`src/design/complex_arithmetic_unit_assert.svh`:
```
// assertion macros shared by the complex arithmetic unit
// no dependencies; SYNTH drops the checks from synthesis builds
`ifndef COMPLEX_ARITHMETIC_UNIT_ASSERT_SVH
`define COMPLEX_ARITHMETIC_UNIT_ASSERT_SVH
`ifndef SYNTH
`define CAU_ASSERT(lbl, clk, rst, prop) \
  lbl: assert property (@(posedge clk) disable iff (rst) prop) \
    else $error("complex arithmetic unit assertion failed");
`define CAU_ASSERT_NR(lbl, clk, prop) \
  lbl: assert property (@(posedge clk) prop) \
    else $error("complex arithmetic unit assertion failed");
`else
`define CAU_ASSERT(lbl, clk, rst, prop)
`define CAU_ASSERT_NR(lbl, clk, prop)
`endif
`endif

```
`src/design/cau_pkg.sv`:
```
// types, constants and the saturation helper of the complex arithmetic unit
// no dependencies
`timescale 1ns / 1ps
package cau_pkg;
  localparam int NCELL   = 34;
  localparam int QW      = 34;
  localparam int NW      = 81;
  localparam int DW      = 98;
  localparam int SW      = 68;
  localparam int LATENCY = 38;

  localparam logic [2:0] FUNC_ADD = 3'd0;
  localparam logic [2:0] FUNC_SUB = 3'd1;
  localparam logic [2:0] FUNC_MUL = 3'd2;
  localparam logic [2:0] FUNC_DIV = 3'd3;
  localparam logic [2:0] FUNC_MAG = 3'd4;

  localparam logic [1:0] ST_OK   = 2'd0;
  localparam logic [1:0] ST_OVF  = 2'd1;
  localparam logic [1:0] ST_DIVZ = 2'd2;

  typedef struct packed {
    logic [2:0]         func;
    logic signed [31:0] a_re;
    logic signed [31:0] a_im;
    logic signed [31:0] b_re;
    logic signed [31:0] b_im;
  } cau_in_t;

  typedef struct packed {
    logic signed [31:0] res_re;
    logic signed [31:0] res_im;
    logic [1:0]         status;
  } cau_out_t;

  typedef struct packed {
    logic [NW-1:0] rre;
    logic [NW-1:0] rim;
    logic [64:0]   den;
    logic [QW-1:0] qre;
    logic [QW-1:0] qim;
    logic [SW-1:0] sx;
    logic [SW-1:0] sres;
  } cau_lane_t;

  typedef struct packed {
    logic     v;
    logic [2:0] func;
    logic     zdiv;
    logic     nre_neg;
    logic     nim_neg;
    cau_out_t fast;
  } cau_side_t;

  typedef struct packed {
    logic [31:0] w;
    logic        ovf;
  } sat_t;

  function automatic sat_t sat66(input logic signed [65:0] v);
    sat_t r;
    r.w   = v[31:0];
    r.ovf = 1'b0;
    if (v > 66'sd2147483647) begin
      r.w   = 32'h7FFF_FFFF;
      r.ovf = 1'b1;
    end else if (v < -66'sd2147483648) begin
      r.w   = 32'h8000_0000;
      r.ovf = 1'b1;
    end
    return r;
  endfunction
endpackage

```
`src/design/cau_cell.sv`:
```
// one step cell: a quotient bit for both divides and a root bit for the magnitude
// depends on cau_pkg
`timescale 1ns / 1ps
module cau_cell import cau_pkg::*; (
  input  logic      clk,
  input  logic [5:0] k,
  input  cau_lane_t lin,
  output cau_lane_t lout
);
  logic [DW-1:0] dsh;
  logic [SW-1:0] one;
  logic [SW-1:0] t;
  cau_lane_t     nxt;

  always_comb begin
    dsh = DW'(lin.den) << k;
    one = SW'(1) << {k, 1'b0};
    t   = lin.sres + one;
    nxt = lin;
    // restoring step on the magnitudes, divisor shifted to this bit
    if (DW'(lin.rre) >= dsh) begin
      nxt.rre = lin.rre - NW'(dsh);
      nxt.qre = {lin.qre[QW-2:0], 1'b1};
    end else begin
      nxt.qre = {lin.qre[QW-2:0], 1'b0};
    end
    if (DW'(lin.rim) >= dsh) begin
      nxt.rim = lin.rim - NW'(dsh);
      nxt.qim = {lin.qim[QW-2:0], 1'b1};
    end else begin
      nxt.qim = {lin.qim[QW-2:0], 1'b0};
    end
    if (lin.sx >= t) begin
      nxt.sx   = lin.sx - t;
      nxt.sres = (lin.sres >> 1) + one;
    end else begin
      nxt.sres = lin.sres >> 1;
    end
  end

  always_ff @(posedge clk) begin
    lout <= nxt;
  end
endmodule
```
`config.mk`:
```
export PLATFORM = sky130hd
export DESIGN_NAME = cau_cell
export DESIGN_NICKNAME = d
export VERILOG_FILES = /design/src/design/complex_arithmetic_unit_assert.svh /design/src/design/cau_pkg.sv /design/src/design/cau_cell.sv
export SDC_FILE = /design/constraint.sdc
export NUM_CORES = 2
export LEC_CHECK = 0
export BUFFER_PORTS_ARGS = -buffer_cell sky130_fd_sc_hd__buf_2
export CAP_MARGIN = 40
export CORE_UTILIZATION = 30
export DETAILED_ROUTE_END_ITERATION = 6
export HOLD_SLACK_MARGIN = 0.02
export SYNTH_ARGS = -nofsm -noshare
export SYNTH_HDL_FRONTEND = slang
export SYNTH_SLANG_ARGS = --single-unit
```
`constraint.sdc`:
```
create_clock -name clk -period 8.4 [get_ports clk]
set_input_delay 0.42 -clock clk [delete_from_list [all_inputs] [get_ports clk]]
set_output_delay 0.42 -clock clk [all_outputs]
set_load 0.1 [all_outputs]
```
Word level (Yosys, flattened, before mapping)
Cells that the tools add are included.

word-level totals
  word-level logic and storage cells = 24
  bits in registers = 431

operators by class
  mux-type cells = 6
  shift operators = 2
  $add $sub $neg = 5
  $lt $le $gt $ge = 3

operators with widths
  cell                                              count
  greater-or-equal comparator 81 x 98 -> 1 bit      2
  2-to-1 mux 81 bit                                 2
  subtractor 81 bit                                 2
  << shifter 65 x 6 -> 98 bit                       1
  adder 67 x 68 -> 68 bit                           1
  adder 68 bit                                      1
  greater-or-equal comparator 68 bit                1
  2-to-1 mux 68 bit                                 1
  << shifter 1 x 7 -> 68 bit, first input constant  1
  subtractor 68 bit                                 1
  2-to-1 mux 67 bit                                 1
  2-to-1 mux 1 bit                                  2

Longest topological paths before layout
  depth in word-level cells = 4
  mapped depth = 34
  gate-level depth less buffers = 28

Least setup slack after synthesis
Ideal clock, no wire load.

  path type = input port to flip-flop
  start = in k[2]
  end = reg lout[130] (netlist name)
  library setup time = 0.101 ns
  arrival time = 7.606 ns
  stages = 33
  data required time = 8.299 ns
  setup slack = 0.693 ns
  cells stage by stage = clkbuf_1 clkbuf_1 clkbuf_1 clkbuf_1 buf_1 clkbuf_1 nand3_1 nor3_1 ha_1 a21oi_1 nor2_1 a2111o_1 a21oi_1 nor4bb_1 o21bai_1 nor4_1 or4b_1 a41oi_1 o21ba_2 xor2_1 ha_1 clkbuf_1 a21o_1 a21o_1 a21oi_1 o21a_1 o21ai_0 a41o_1 o22ai_1 clkbuf_1 clkbuf_1 nand2_1 o41ai_1

RTL lines
  item                    RTL line        RTL
  start: declaration      cau_cell.sv:6   input logic [5:0] k,
  end signal: assignment  cau_cell.sv:42  lout <= nxt;
  end: declaration        cau_cell.sv:8   output cau_lane_t lout

==> impl_metrics.env <==
export IMPL_clk_pin_slew_ns=0.06
export IMPL_finalHoldViolations=0
export IMPL_cp_max_fo=78
export IMPL_cts_num_sinks=431
export IMPL_crit_type="input port to flip-flop"
export IMPL_hold_class="input port to flip-flop"
export IMPL_cap_violations=0
export IMPL_firstDrtPassIters=6
export IMPL_synth_net_count=5237
export IMPL_synth_ff_type="dfxtp_1"
export IMPL_arrival_ns=7.94
export IMPL_dp_hpwl_mm=143.8
export IMPL_antenna_found_initial=23
export IMPL_grt_max_degree=85
export IMPL_yosys_area_share_xor_xnor=0.08329
export IMPL_yosysWarnings=0
export IMPL_cts_tree="done"
export IMPL_cpMaxStageDelayCell="or4b_1"
export IMPL_area_growth_pct=29.05
export IMPL_p_leak_nw=20.31
export IMPL_critPathCaptureType="flip-flop"
export IMPL_relSlewSlack=0.2599
export IMPL_netlist_area_um2=35540
export IMPL_post_drt_wl_per_cell_um=24.33
export IMPL_synth_fa_ha_area_frac=0.1074
export IMPL_place_congestion=1.042
export IMPL_drc=0
export IMPL_gr_total_overflow=0
export IMPL_postSynthCellCount=4498
export IMPL_fin_setup_tns_ns=0
export IMPL_timing_final_max_slew_violations=0
export IMPL_worst_ep_required_time_ns=8.93
export IMPL_viasPerCell=5.541
export IMPL_finalCriticalPeriod_ns=7.416
export IMPL_crit_family="compound AO/OA/AOI/OAI gates"
export IMPL_hold_ws_ns=0.05690
export IMPL_synth_seq_cells=431
export IMPL_initial_utilization=0.3042
export IMPL_irDropWorstVdd_mv=0.1526
export IMPL_synth_common_cells="nand2_1, dfxtp_1, a21oi_1"
export IMPL_drt_iter0_drc=3943
export IMPL_core_um2=116800
export IMPL_synth_compound_area_frac=0.2519
export IMPL_status="complete, no violations"
export IMPL_clock_fmax_ghz=0.1348
export IMPL_startpoint_type="input port"
export IMPL_yosys_cell_count_top_type="nand2_1"
export IMPL_reg_top3="lout x431"
export IMPL_yosysTopAreaCell="dfxtp_1"
export IMPL_layout_nets=6270
export IMPL_synth_top_family_by_area="compound AO/OA/AOI/OAI gates"
export IMPL_p_sw_frac=0.4869
export IMPL_largest_register_ffs=431
export IMPL_cp_buffers_inverters=4
export IMPL_synth_edf_count=0
export IMPL_cp_slowest_stage_delay_ns=0.66
export IMPL_net_switching_power_mw=4.573
export IMPL_drive_above_1_share=0.2178
export IMPL_rows=125
export IMPL_synth_cell_types=85
export IMPL_root_buffer="clkbuf_16"
export IMPL_internal_power_mw=4.820
export IMPL_clockBufferDepth=3
export IMPL_drt_total_wl_mm=172.9
export IMPL_die_w_um=346.2
export IMPL_grt_pass1_wl_mm=246.4
export IMPL_htreeDepth=2
export IMPL_ant_nets=0
export IMPL_muxShareOfSynthArea=0.09582
export IMPL_power_density_nw_per_um2=204.8
export IMPL_seq_power_share=0.249
export IMPL_dieArea_um2=119900
export IMPL_synth_top_area_share=0.2428
export IMPL_worst_pin_slew_ns=1.082
export IMPL_numPortBuffers=866
export IMPL_grt_pass1_vias=37380
export IMPL_die_y_um=346.2
export IMPL_numCtsBuffers=50
export IMPL_fillers=11970
export IMPL_layout_worst_path_cycle_share=0.8828
export IMPL_io_pins=869
export IMPL_synth_simple_area_share=0.1814
export IMPL_setup_violations=0
export IMPL_p_comb_frac=0.506
export IMPL_regMostFlops="lout"
export IMPL_pwr_share_clk=0.244
export IMPL_post_cts_setup_buffers=0
export IMPL_synthTopCellsByArea="dfxtp_1, ha_1, a21oi_1"
export IMPL_syn_avg_cell_area_um2=7.902
export IMPL_track_usage=0.2730
export IMPL_seq_area_frac_synth=0.2428
export IMPL_async_flop_share=0
export IMPL_rsz0062_at_grt="false"
export IMPL_vias=39380
## what timing repair did
action	in CTS	in global routing
gates resized for setup	0	0
hold buffers	268	0
hold endpoints to repair	268	0
## logic make-up (layout without fill, tap and decap cells)
| family | after synthesis | after routing |
|---|---|---|
| adder cells (fa/ha/maj) | 304 | 304 |
| XOR/XNOR | 338 | 338 |
| multiplexers | 284 | 284 |
| flip-flops | 431 | 431 |
| AO/OA/AOI/OAI | 1419 | 1419 |
| AND/OR/NAND/NOR | 1399 | 1399 |
| other | 0 | 13 |
| buffers and inverters | 323 | 1394 |
## placed cells by master, fill, tap and decap left out, types with 84 or more instances in the layout
| cell type | count |
|---|---|
| a21o_1 | 153 |
| a21oi_1 | 402 |
| a31oi_1 | 84 |
| buf_2 | 870 |
| dfxtp_1 | 431 |
| dlygate4sd3_1 | 268 |
| ha_1 | 298 |
| inv_1 | 92 |
| mux2_2 | 90 |
| mux2i_1 | 89 |
| nand2_1 | 494 |
| nand3_1 | 97 |
| nand4_1 | 85 |
| nor2_1 | 371 |
| nor3_1 | 91 |
| o21ai_0 | 342 |
| xnor2_1 | 189 |
| xor2_1 | 149 |
## final timing paths
path                      from         to  slack (ns)  cells after the start
worst max-delay path      k[3]   lout[13]        0.98                     27
worst min-delay path  lin[289]  lout[289]        0.06                      2
## layer usage
| metal | share of wire | up-vias | global-route usage | wire length (µm) |
|---|---|---|---|---|
| li1 | - | 18620 | - | - |
| met2 | 0.45 | 1831 | 0.4433 | 78250 |
| met4 | 0.050 | 14 | 0.1271 | 8559 |
| met3 | 0.068 | 356 | 0.04555 | 11770 |
| met5 | 0.00053 | - | 0 | 92 |
| met1 | 0.43 | 18560 | 0.3514 | 74220 |
## area by class of cell
cell class | count | area [µm²] | area share
multi-input combinational | 3744 | 25630 | 0.5587
sequential | 431 | 8628 | 0.1881
timing repair buffer | 1207 | 7605 | 0.1658
tap | 1524 | 1907 | 0.04157
clock buffer | 65 | 1378 | 0.03003
inverter | 97 | 364.1 | 0.007938
clock inverter | 25 | 326.6 | 0.007120
antenna | 13 | 32.53 | 0.0007092
## metrics by stage
step / power, mW / cells / utilization / instance area (µm²) / setup WS (ns)
after global routing: 9.770 / 7097 / 0.3924 / 45850 / 0.3712
final: 9.394 / 7106 / 0.3926 / 45870 / 0.9841
after floorplan: 5.753 / 4498 / - / 35540 / 0.6930
after CTS: 9.395 / 7093 / 0.3923 / 45840 / 1.206
after detailed placement: 6.965 / 6735 / 0.3548 / 41450 / 0.4950
after global placement: 6.964 / 6728 / 0.3545 / 41410 / 0.6712
## power groups by stage
stage               sequential, mW  combinational, mW  clock, mW
global route                  2.35               4.99       2.43
CTS                           2.34               4.70       2.35
global placement              2.38               4.58          0
finish                        2.34               4.76       2.30
floorplan                     3.90               1.85          0
detailed placement            2.38               4.58          0
Power figures use the tool's default switching activity.
